--- src/rtl/ilbp_pkg.sv ---
// Shared types and constants for the ILBP texture histogram.
// Used by every module of the block; depends on nothing.
`default_nettype none

package ilbp_pkg;

   localparam int BINS                = 512;
   localparam int BIN_IDX_WIDTH       = 9;
   localparam int PATTERN_BITS        = 9;
   localparam int WINDOW_PIXELS       = 9;
   localparam int OUT_COUNT_WIDTH     = 20;
   localparam int COUNT_WIDTH_DEFAULT = 20;
   localparam int PIXEL_WIDTH_DEFAULT = 8;
   localparam int QUEUE_DEPTH         = 4;
   localparam int QUEUE_PTR_WIDTH     = $clog2(QUEUE_DEPTH);
   localparam int QUEUE_CNT_WIDTH     = $clog2(QUEUE_DEPTH + 1);

   localparam logic CMD_ACCUMULATE = 1'b0;
   localparam logic CMD_READ       = 1'b1;

   typedef enum logic {
      ST_CLEAR,
      ST_RUN
   } state_type;

   // One classified item, passed from the front through the queue to the back.
   typedef struct packed {
      logic                     is_read;
      logic [PATTERN_BITS-1:0]  code;
      logic [BIN_IDX_WIDTH-1:0] bin_idx;
   } item_type;

endpackage

`default_nettype wire

--- src/rtl/ilbp_queue.sv ---
// Short FIFO of classified items between front and back.
// Depends on ilbp_pkg.
`default_nettype none

module ilbp_queue (
   input  wire logic                                 clock,
   input  wire logic                                 reset,
   input  wire logic                                 push,
   input  wire ilbp_pkg::item_type                   push_item,
   input  wire logic                                 pop,
   output ilbp_pkg::item_type                        head,
   output logic                                      not_empty,
   output logic [ilbp_pkg::QUEUE_CNT_WIDTH-1:0]      count
);

   localparam int PW = ilbp_pkg::QUEUE_PTR_WIDTH;
   localparam int CW = ilbp_pkg::QUEUE_CNT_WIDTH;

   ilbp_pkg::item_type entry_ff [ilbp_pkg::QUEUE_DEPTH];
   logic [PW-1:0]      wr_ptr_ff, wr_ptr_in;
   logic [PW-1:0]      rd_ptr_ff, rd_ptr_in;
   logic [CW-1:0]      count_ff, count_in;

   always_comb begin
      wr_ptr_in = push ? wr_ptr_ff + PW'(1) : wr_ptr_ff;
      rd_ptr_in = pop  ? rd_ptr_ff + PW'(1) : rd_ptr_ff;
      count_in  = count_ff + CW'(push) - CW'(pop);
   end

   always_ff @(posedge clock) begin
      if (reset) begin
         wr_ptr_ff <= '0;
         rd_ptr_ff <= '0;
         count_ff  <= '0;
      end else begin
         wr_ptr_ff <= wr_ptr_in;
         rd_ptr_ff <= rd_ptr_in;
         count_ff  <= count_in;
      end
   end

   always_ff @(posedge clock) begin
      if (push) begin
         entry_ff[wr_ptr_ff] <= push_item;
      end
   end

   assign head      = entry_ff[rd_ptr_ff];
   assign not_empty = (count_ff != '0);
   assign count     = count_ff;

endmodule

`default_nettype wire

--- config.mk ---
export PLATFORM = sky130hd
export DESIGN_NAME = ilbp_queue
export DESIGN_NICKNAME = d
export VERILOG_FILES = /design/src/rtl/ilbp_pkg.sv /design/src/rtl/ilbp_queue.sv
export SDC_FILE = /design/constraint.sdc
export NUM_CORES = 1
export LEC_CHECK = 0
export BUFFER_PORTS_ARGS = -buffer_cell sky130_fd_sc_hd__buf_2
export CORE_UTILIZATION = 27
export DETAILED_ROUTE_END_ITERATION = 8
export SYNTH_ARGS = -nofsm -noshare
export SYNTH_HDL_FRONTEND = slang
export SYNTH_SLANG_ARGS = --single-unit
export TNS_END_PERCENT = 10
--- constraint.sdc ---
create_clock -name clock -period 1.7 [get_ports clock]
set_clock_uncertainty 0.2 [all_clocks]
set_input_delay 0.085 -clock clock [delete_from_list [all_inputs] [get_ports clock]]
set_output_delay 0.085 -clock clock [all_outputs]
set_load 0.02 [all_outputs]
==> results.md <==
- Area Overhead vs Synth: 35.02%
- FF/Latch Area: 0.002470 mm2
- XOR/XNOR share of the synthesized area: ~1.3%
- CTS buffer count: 9
- Site Rows: 39
- Combinational family with the most area after synthesis: multiplexers
- GRT Residual Overflow: 0
- Multi-input combinational cell area: 686.9 um2
- Mapped Area: 0.003219 mm2
- Top-count cell post-synth: edfxtp_1
- Critical path endpoint category: output pin
- # diodes: 0
- Top-level port count: 46
- Failing checks: DRC, setup timing
- # port buffers: 45
- Crit start category: flip-flop
- Initial antenna violation count: 0
- Yosys top cell area share: a little under three quarters
- CTS tree: yes
- Clock sinks: 85
- Crit Path Max Fanout: 7
- Via count: 1556
- Syn avg cell area: ~23 um2
- Die area: between 0.01 and 0.015 mm2
- WL final: 5775 um
- Largest net degree at the start of global routing: 20
- First-pass GRT wire length: about 9000 um
- DR vias/cell: 4.205
- Post-synth cell types: 20
- Antenna Violating Nets Remaining: 0
- DPL Wire Length: around 3500 um
- Data required time of the critical path: between 1 and 1.5 ns
- Nets: 252
- Synth warn: 0
- Initial Util: between 20 and 30%
- Final number of setup-violating endpoints: 19
- Slowest CP cell: mux4_2
- Critical path cell sequence: buf_12 > mux4_2 > buf_6
- DRC errors left: 4
- Setup TNS: -2.739 ns
- Max stage delay on crit path: around 0.53 ns
- Final worst slack: -0.1667 ns
- Leakage power: 1.521 nW
- Max-Cap Viols: 0
- EDFF count, synth: between 70 and 80
- Share of cells above drive strength 1: 42.29%
- Routed WL per cell: 15.61 um
- Synth area leader: edfxtp_1
- CTS clk-pin slew, worst paths: ~0.060 ns
- Overall power: 5.210 mW
- Synth Net Count: 170
- Compound-Gate Fraction of Synth Area: 0.4664%
- DR pass1 iterations: 6
- Die width: 111.2 um
- Worst-Margin Slew: around 0.17 ns
- Die Y: 111.2 um
- GR Util All Layers: 10.23%
- Slew headroom: 88.51%
- Slew Viols, Final: 0
- Multiplexer share of the synthesized area: ~15%
- Worst Hold Class: in -> reg
- Post-CTS setup buffers: 0
- FILL cells: 1078
- H-tree depth: 3
- Post-synthesis adder-cell area fraction: 2.954%
- Worst path arrival time: 1.58 ns
- Period utilization: 109.8%
- Setup CP Type: reg -> out
- Root buffer cell: clkbuf_16
- Fmax: roughly 540 MHz
- VDD IR-drop max: 0.3864 mV
- Max clock buf depth: 2
- Vias in the first global route: 1676
- Synthesized instance count: 140
- DRT iter0 DRCs: 97
- RSZ-0062 raised after global routing: true
- Synth Register Bits: 85
- Asr flop ratio synth: 0%
- Most frequent cells after synthesis: edfxtp_1, mux4_2, dfxtp_1, mux4_1
- Core Region: 0.01152 mm2
- Register area share after synthesis: 76.49%
- Top FF cell, synth: edfxtp_1
- Synth area leaders: edfxtp_1, mux4_1, mux4_2
- Simple-gate share of the synthesized area: 2.176%
- Pwr/cell area: 1199 mW/mm2
- Final hold vios: 0
- Worst skew pair latency: around 0.33 ns
- Status: finished, violations left
- Crit path time final: 1.867 ns
- GPL Wtd Cong: 0.6213
logic make-up after synthesis:
group	count (synthesis)
mux	20
simple gates	13
buf+inv	10
flops	85
xor+xnor	3
compound gates	2
fa+ha+maj	7
worst max-delay path, delay by kind of cell (launching register included):
kind,cells,cell delay [ns]
flops,1,0.41
mux,1,0.53
buf+inv,2,0.30
power by group:
group,leakage (nW),internal [mW],switching (mW)
registers,0.774,2.40,0.0503
clock network,0.148,1.16,0.828
logic,0.599,0.405,0.370
worst paths after layout:
path                              startpoint      endpoint  slack (ns)  cells past startpoint
worst max-delay path               flip-flop       head[3]       -0.17                      3
worst min-delay path                     pop      count[0]        0.17                      5
worst max register to register      count[0]      count[1]        0.01                      6
worst min register to register  wr_ptr_ff[1]  wr_ptr_ff[1]        0.36                      2
cell usage in the layout (no fill, tap or decap):
| cell | n |
|---|---|
| bufinv_16 | 1 |
| or3_1 | 1 |
| nor2b_1 | 2 |
| buf_16 | 1 |
| mux2i_1 | 1 |
| mux4_2 | 19 |
| a21bo_2 | 1 |
| buf_12 | 6 |
| ha_1 | 4 |
| buf_6 | 12 |
| edfxtp_1 | 76 |
| and2_1 | 4 |
| a21oi_1 | 1 |
| fa_2 | 1 |
| dfxtp_4 | 2 |
| buf_8 | 1 |
| ha_4 | 2 |
| clkinv_4 | 1 |
| dfxtp_1 | 7 |
| clkinv_2 | 1 |
| clkbuf_16 | 9 |
| inv_8 | 1 |
| nor2_1 | 5 |
| xor3_1 | 1 |
| inv_2 | 2 |
| xnor2_1 | 2 |
| clkinvlp_4 | 1 |
| dlygate4sd3_1 | 22 |
| inv_6 | 2 |
| nand3b_1 | 1 |
| buf_2 | 33 |
| inv_1 | 4 |
stage by stage:
step                      cell area [um2]  hold slack [ns]  worst slack [ns]  std cells  util [%]
after floorplan                      3251         -0.05307          -0.01371        140         -
after global placement               3741          0.09851           0.02684        331     32.49
after detailed placement             3741           0.1062         -0.004091        331     32.49
after CTS                            4340           0.1767           -0.1863        370     37.69
after global routing                 4347           0.1875           -0.2166        370     37.74
final                                4347           0.1692           -0.1667        370     37.74
area by class of cell:
class | instances | area share [%]
sequential | 85 | 56.82
multi-input combinational | 45 | 15.80
timing repair buffer | 75 | 15.72
clock buffer | 9 | 5.181
tap | 143 | 4.116
clock inverter | 7 | 1.842
inverter | 6 | 0.5181
flip-flops by register name, summed over array words and instances, names as in the netlist, named ones only:
register,count
count,3
rd_ptr_ff,2
wr_ptr_ff,2
entry_ff,76
timing repair:
| action | CTS | global route |
|---|---|---|
| cloned | 1 | 0 |
| pin swaps | 1 | 0 |
| setup endpoints to repair | 21 | 21 |
| hold buffers | 22 | 0 |
| resized for setup | 36 | 2 |
| hold endpoints to repair | 85 | 0 |
per-layer routing:
| layer | global-route usage (%) | wire length, um | up-vias |
|---|---|---|---|
| met2 | 15.21 | 2674 | 33 |
| met3 | 3.827 | 295 | 10 |
| met1 | 12.72 | 2667 | 789 |
| li1 | - | - | 724 |
| met4 | 5.946 | 138 | 0 |
| met5 | 0 | 0 | - |
Power figures use the tool's default switching activity.
