<file path="src/rtl/ilbp_pkg.sv">
// Shared types and constants for the ILBP texture histogram.
// Used by every module of the block; depends on nothing.
`default_nettype none

package ilbp_pkg;

   localparam int BINS                = 512;
   localparam int BIN_IDX_WIDTH       = 9;
   localparam int PATTERN_BITS        = 9;
   localparam int WINDOW_PIXELS       = 9;
   localparam int OUT_COUNT_WIDTH     = 20;
   localparam int COUNT_WIDTH_DEFAULT = 20;
   localparam int PIXEL_WIDTH_DEFAULT = 8;
   localparam int QUEUE_DEPTH         = 4;
   localparam int QUEUE_PTR_WIDTH     = $clog2(QUEUE_DEPTH);
   localparam int QUEUE_CNT_WIDTH     = $clog2(QUEUE_DEPTH + 1);

   localparam logic CMD_ACCUMULATE = 1'b0;
   localparam logic CMD_READ       = 1'b1;

   typedef enum logic {
      ST_CLEAR,
      ST_RUN
   } state_type;

   // One classified item, passed from the front through the queue to the back.
   typedef struct packed {
      logic                     is_read;
      logic [PATTERN_BITS-1:0]  code;
      logic [BIN_IDX_WIDTH-1:0] bin_idx;
   } item_type;

endpackage

`default_nettype wire

</file>
<file path="src/rtl/ilbp_front.sv">
// Front end: takes request beats, forms the 9-bit pattern and its
// rotation-minimal code over two stages. Depends on ilbp_pkg.
`default_nettype none

module ilbp_front #(
   parameter int PIXEL_WIDTH = ilbp_pkg::PIXEL_WIDTH_DEFAULT
) (
   input  wire logic                                  clock,
   input  wire logic                                  reset,
   input  wire logic                                  req_valid,
   output logic                                       req_stall,
   input  wire logic                                  req_cmd,
   input  wire logic [PIXEL_WIDTH-1:0]                req_pixel_0,
   input  wire logic [PIXEL_WIDTH-1:0]                req_pixel_1,
   input  wire logic [PIXEL_WIDTH-1:0]                req_pixel_2,
   input  wire logic [PIXEL_WIDTH-1:0]                req_pixel_3,
   input  wire logic [PIXEL_WIDTH-1:0]                req_pixel_4,
   input  wire logic [PIXEL_WIDTH-1:0]                req_pixel_5,
   input  wire logic [PIXEL_WIDTH-1:0]                req_pixel_6,
   input  wire logic [PIXEL_WIDTH-1:0]                req_pixel_7,
   input  wire logic [PIXEL_WIDTH-1:0]                req_pixel_8,
   input  wire logic [ilbp_pkg::BIN_IDX_WIDTH-1:0]    req_bin_index,
   input  wire logic                                  clearing,
   input  wire logic [ilbp_pkg::QUEUE_CNT_WIDTH-1:0]  q_count,
   output logic                                       q_push,
   output ilbp_pkg::item_type                         q_item
);

   localparam int PB    = ilbp_pkg::PATTERN_BITS;
   localparam int NPIX  = ilbp_pkg::WINDOW_PIXELS;
   localparam int SUM_W = PIXEL_WIDTH + 4;
   localparam int OCC_W = ilbp_pkg::QUEUE_CNT_WIDTH + 1;

   function automatic logic [PB-1:0] min_rotation(input logic [PB-1:0] pat);
      logic [PB-1:0] rot;
      logic [PB-1:0] best;
      begin
         rot  = pat;
         best = pat;
         for (int k = 0; k < PB - 1; k++) begin
            rot = {rot[0], rot[PB-1:1]};
            if (rot < best) begin
               best = rot;
            end
         end
         return best;
      end
   endfunction

   logic [PIXEL_WIDTH-1:0]             px [NPIX];
   logic [SUM_W-1:0]                   sum;
   logic [PB-1:0]                      pattern;
   logic                               accept;
   logic [OCC_W-1:0]                   occupancy;

   logic                               s1_valid_ff, s1_valid_in;
   logic                               s1_is_read_ff;
   logic [PB-1:0]                      s1_pattern_ff;
   logic [ilbp_pkg::BIN_IDX_WIDTH-1:0] s1_idx_ff;
   logic                               s2_valid_ff, s2_valid_in;
   ilbp_pkg::item_type                 s2_item_ff, s2_item_in;

   assign px[0] = req_pixel_0;
   assign px[1] = req_pixel_1;
   assign px[2] = req_pixel_2;
   assign px[3] = req_pixel_3;
   assign px[4] = req_pixel_4;
   assign px[5] = req_pixel_5;
   assign px[6] = req_pixel_6;
   assign px[7] = req_pixel_7;
   assign px[8] = req_pixel_8;

   // Hold off new beats while clearing, or unless every item in flight is sure of a queue slot.
   assign occupancy = OCC_W'(q_count) + OCC_W'(s1_valid_ff) + OCC_W'(s2_valid_ff);
   assign req_stall = clearing || (occupancy >= OCC_W'(ilbp_pkg::QUEUE_DEPTH));
   assign accept    = req_valid && !req_stall;

   always_comb begin
      sum = '0;
      for (int i = 0; i < NPIX; i++) begin
         sum = sum + SUM_W'(px[i]);
      end
      for (int i = 0; i < NPIX; i++) begin
         pattern[PB-1-i] = (sum >= ((SUM_W'(px[i]) << 3) + SUM_W'(px[i])));
      end
   end

   always_comb begin
      s1_valid_in = accept;
      s2_valid_in = s1_valid_ff;
      if (s1_is_read_ff == ilbp_pkg::CMD_READ) begin
         s2_item_in.is_read = 1'b1;
         s2_item_in.code    = '0;
         s2_item_in.bin_idx = s1_idx_ff;
      end else begin
         s2_item_in.is_read = 1'b0;
         s2_item_in.code    = min_rotation(s1_pattern_ff);
         s2_item_in.bin_idx = min_rotation(s1_pattern_ff);
      end
   end

   always_ff @(posedge clock) begin
      if (reset) begin
         s1_valid_ff <= 1'b0;
         s2_valid_ff <= 1'b0;
      end else begin
         s1_valid_ff <= s1_valid_in;
         s2_valid_ff <= s2_valid_in;
      end
   end

   always_ff @(posedge clock) begin
      if (accept) begin
         s1_is_read_ff <= req_cmd;
         s1_pattern_ff <= pattern;
         s1_idx_ff     <= req_bin_index;
      end
      s2_item_ff <= s2_item_in;
   end

   assign q_push = s2_valid_ff;
   assign q_item = s2_item_ff;

endmodule

`default_nettype wire

</file>
<file path="config.mk">
export PLATFORM = sky130hd
export DESIGN_NAME = ilbp_front
export DESIGN_NICKNAME = d
export VERILOG_FILES = /design/src/rtl/ilbp_pkg.sv /design/src/rtl/ilbp_front.sv
export SDC_FILE = /design/constraint.sdc
export NUM_CORES = 1
export LEC_CHECK = 0
export ABC_AREA = 1
export BUFFER_PORTS_ARGS = -buffer_cell sky130_fd_sc_hd__buf_2
export CELL_PAD_IN_SITES_DETAIL_PLACEMENT = 1
export CELL_PAD_IN_SITES_GLOBAL_PLACEMENT = 1
export CORE_UTILIZATION = 30
export CTS_CLUSTER_SIZE = 25
export DETAILED_ROUTE_END_ITERATION = 12
export GPL_ROUTABILITY_DRIVEN = 0
export PLACE_DENSITY = 0.71
export SLEW_MARGIN = 20
export SYNTH_ARGS = -nofsm -noshare
export SYNTH_HDL_FRONTEND = slang
export SYNTH_SLANG_ARGS = --single-unit
</file>
<file path="constraint.sdc">
create_clock -name clock -period 20.2 [get_ports clock]
set_input_delay 3.03 -clock clock [delete_from_list [all_inputs] [get_ports clock]]
set_output_delay 3.03 -clock clock [all_outputs]
set_load 0.03 [all_outputs]
</file>
==> flow_metrics.py <==
metrics = {
    "detailed_routing": {
        "drt_iter0_markers": 317,
        "route.antenna.remaining_nets": 0,
        "wl_per_cell_um": 16.9,
        "route.final.wire_length_mm": 28.5,
        "drt_first_pass_iters": 4,
        "route.detailed.vias_per_inst": 5.05,
        "residual_drc_count": 0,
        "route.vias.total": 8497,
    },
    "clocking": {
        "postCtsResizedCells": 0,
        "number_of_clock_sinks": 40,
        "clk-insertion-delay-late_ps": 290,
        "cts_post_setup_buffers_inserted": 0,
        "clockRootBuffer": "clkbuf_16",
        "htree_num_levels": 2,
        "tritoncts.num_buffers": 5,
        "clkSlewWorstSetupHoldPaths_ps": 70,
        "postCtsHoldBufs": 0,
        "cts_tree": "built",
        "clock_path_buffers": 2,
    },
    "critical_path": {
        "critical_path.max_stage_delay_ps": 800,
        "worstSetupEndpointType": "flip-flop",
        "rr_startpoint": "s1_pattern_ff[6]",
        "regToRegSetupSlack_ps": 6140,
        "rr_endpoint": "q_item[4]",
        "worst_ep_arrival_time_ps": 14290,
        "r2r_cells": 52,
        "cell_type_of_the_slowest_stage_on_the_worst_timing_path": "edfxtp_1",
        "crit_fanout": 18,
        "worstSetupStartpointType": "flip-flop",
        "timing.critical_path.required_ps": 20430,
        "setup.worst_path.class": "reg -> reg",
    },
    "timing": {
        "maxClockFrequency_ghz": 0.0711,
        "clock-skew-final_ps": 7.12,
        "number_of_pins_exceeding_their_max_slew_limit_in_the_final_report": 0,
        "maxSlewHeadroom": 0.275,
        "finalSetupViolCount": 0,
        "timing_worst_slew_pin_value_ps": 1080,
        "setup-tns-final_ps": 0,
        "timing.final.hold_violations": 0,
        "setup_ws_ps": 6140,
        "fin_crit_sh": 0.696,
        "rsz0062_at_grt": "no",
        "finalWorstPathRequiredPeriod_ps": 14060,
    },
    "yosys": {
        "syn_area_um2": 9330,
        "synthDominantCellAreaShare": 0.295,
        "syn_area_per_cell_um2": 7.92,
        "synthesis.yosys.warnings": 0,
        "netlist_instances": 1177,
        "distinct_cells_synth": 38,
        "synth.top_cells.by_area": "ha_1 (30%), fa_1 (14%), nand2_1 (8.9%)",
        "synth_seq_area_share": 0.106,
        "post-synth-top-area-cell": "ha_1",
        "synth_seq_cells": 40,
        "mappedNetlistNets": 1549,
    },
    "die": {
        "placementRows": 64,
        "die_area_um2": 31800,
        "start_util": 0.305,
        "chipWidth_um": 178,
        "die-height_um": 178,
        "core-area_um2": 30600,
        "boundaryPins": 110,
    },
    "finish": {
        "drive_gt1_frac": 0.144,
        "design_area_um2": 10500,
        "area_delta_synth_final_pct": 12.6,
        "post_layout_utilization_of_the_core": 0.343,
        "layout.nets": 1658,
        "filler_cell_count": 3808,
    },
    "global_route": {
        "gr-total-overflow": 0,
        "met1_usage": 0.229,
        "global_route.peak_usage_layer": "met2",
        "grt_use_total": 0.186,
        "number_of_antenna_violations_at_the_first_check_in_global_routing": 4,
        "met2_usage": 0.344,
        "first_pass_grt_wire_length_mm": 46.3,
        "grt_pass1_vias": 9055,
        "global_route_met3_utilization": 0.0175,
        "grt_max_degree": 20,
    },
    "outcome": {
        "status": "complete, no violations",
    },
    "placed_design": {
        "dp_hpwl_mm": 24.5,
        "place_ws_ps": 5990,
        "post_dp_cell_area_um2": 10300,
        "place.port_buffers": 109,
    },
    "flow_run": {
        "drv_cap": 0,
    },
    "worst_hold_path": {
        "timing.hold.worst_endpoint": "q_push",
        "timing.hold.worst.start": "s1_valid_ff",
        "holdPathStages": 2,
        "hold_path.class": "reg -> reg",
    },
}
[routing by layer]
metal  part of all wire  vias up
li1                   -     4235
met1               0.44     4116
met5            0.00056        -
met2               0.51      101
met4              0.020        4
met3              0.022       41
[critical path: cells and delay by family (launching register included)]
| kind | cells | cell delay (ps) |
|---|---|---|
| buffers and inverters | 1 | 500 |
| adder cells (fa/ha/maj) | 8 | 2580 |
| AO/OA/AOI/OAI | 23 | 7330 |
| flip-flops | 1 | 800 |
| AND/OR/NAND/NOR | 20 | 2790 |
[how the worst max path moves through the flow]
stage                           from        end  slack (ps)  cells after the start
global placement    s1_pattern_ff[8]  q_item[5]        6680                     52
detailed placement  s1_pattern_ff[8]  q_item[4]        5990                     52
CTS                 s1_pattern_ff[8]  q_item[4]        5950                     52
floorplan           s1_pattern_ff[8]  q_item[0]        7970                     61
global route        s1_pattern_ff[6]  q_item[4]        4670                     52
finish              s1_pattern_ff[6]  q_item[4]        6140                     52
[area by class of cell]
cell class / instances / area, um2 / area share
antenna: 1 / 2.50 / 0.000238
clock buffer: 6 / 150 / 0.0143
sequential: 40 / 991 / 0.0943
multi-input combinational: 965 / 7660 / 0.729
timing repair buffer: 116 / 598 / 0.0569
clock inverter: 2 / 15.0 / 0.00143
tap: 396 / 495 / 0.0472
inverter: 158 / 593 / 0.0565
[cell usage after synthesis (all sizes together)]
library cell and n:
clkbuf 2, edfxtp 19, inv 154, o21a 3
a311o 5, ha 220, nor2 35, nand2 257
nand4 12, a2111oi 1, a211oi 7, xor2 24
nor3 8, nand3 101, a21oi 109, o21ai 67
clkinv 4, xnor2 28, a211o 3, buf 12
a21boi 1, or2 1, fa 63, o221a 4
dfxtp 21, o21bai 11, o211ai 1, o221ai 4
[cells by family (layout without fill, tap and decap cells)]
family / Yosys count / after routing / synth area share
flip-flops: 40 / 40 / 0.106
AO/OA/AOI/OAI: 216 / 216 / 0.133
other: 0 / 1 / 0
XOR/XNOR: 52 / 52 / 0.0488
buffers and inverters: 172 / 282 / 0.0738
adder cells (fa/ha/maj): 283 / 283 / 0.430
AND/OR/NAND/NOR: 414 / 414 / 0.208
[cell usage in the layout (no fill, tap or decap), drive strengths merged, types with 5 or more instances in the layout]
| cell | count |
|---|---|
| nand2 | 257 |
| ha | 220 |
| inv | 156 |
| buf | 116 |
| a21oi | 109 |
| nand3 | 101 |
| o21ai | 67 |
| fa | 63 |
| nor2 | 35 |
| xnor2 | 28 |
| xor2 | 24 |
| dfxtp | 21 |
| edfxtp | 19 |
| nand4 | 12 |
| o21bai | 11 |
| nor3 | 8 |
| a211oi | 7 |
| clkbuf | 6 |
| a311o | 5 |
[through the flow]
stage | hold WS, ps | instances
2_1_floorplan | 343 | 1177
3_3_place_gp | 423 | 1675
3_5_place_dp | 420 | 1675
4_1_cts | 433 | 1683
5_1_grt | 455 | 1683
6_report | 432 | 1684
[flip-flops by register name (all words and copies together) (netlist names)]
name,flops
q_item,19
s1_idx_ff,9
s1_pattern_ff,9
q_push,1
s1_is_read_ff,1
s1_valid_ff,1
Power is left out: the tool's default activity adds up to more than one toggle a clock period on the data nets, which glitch-free logic cannot reach.
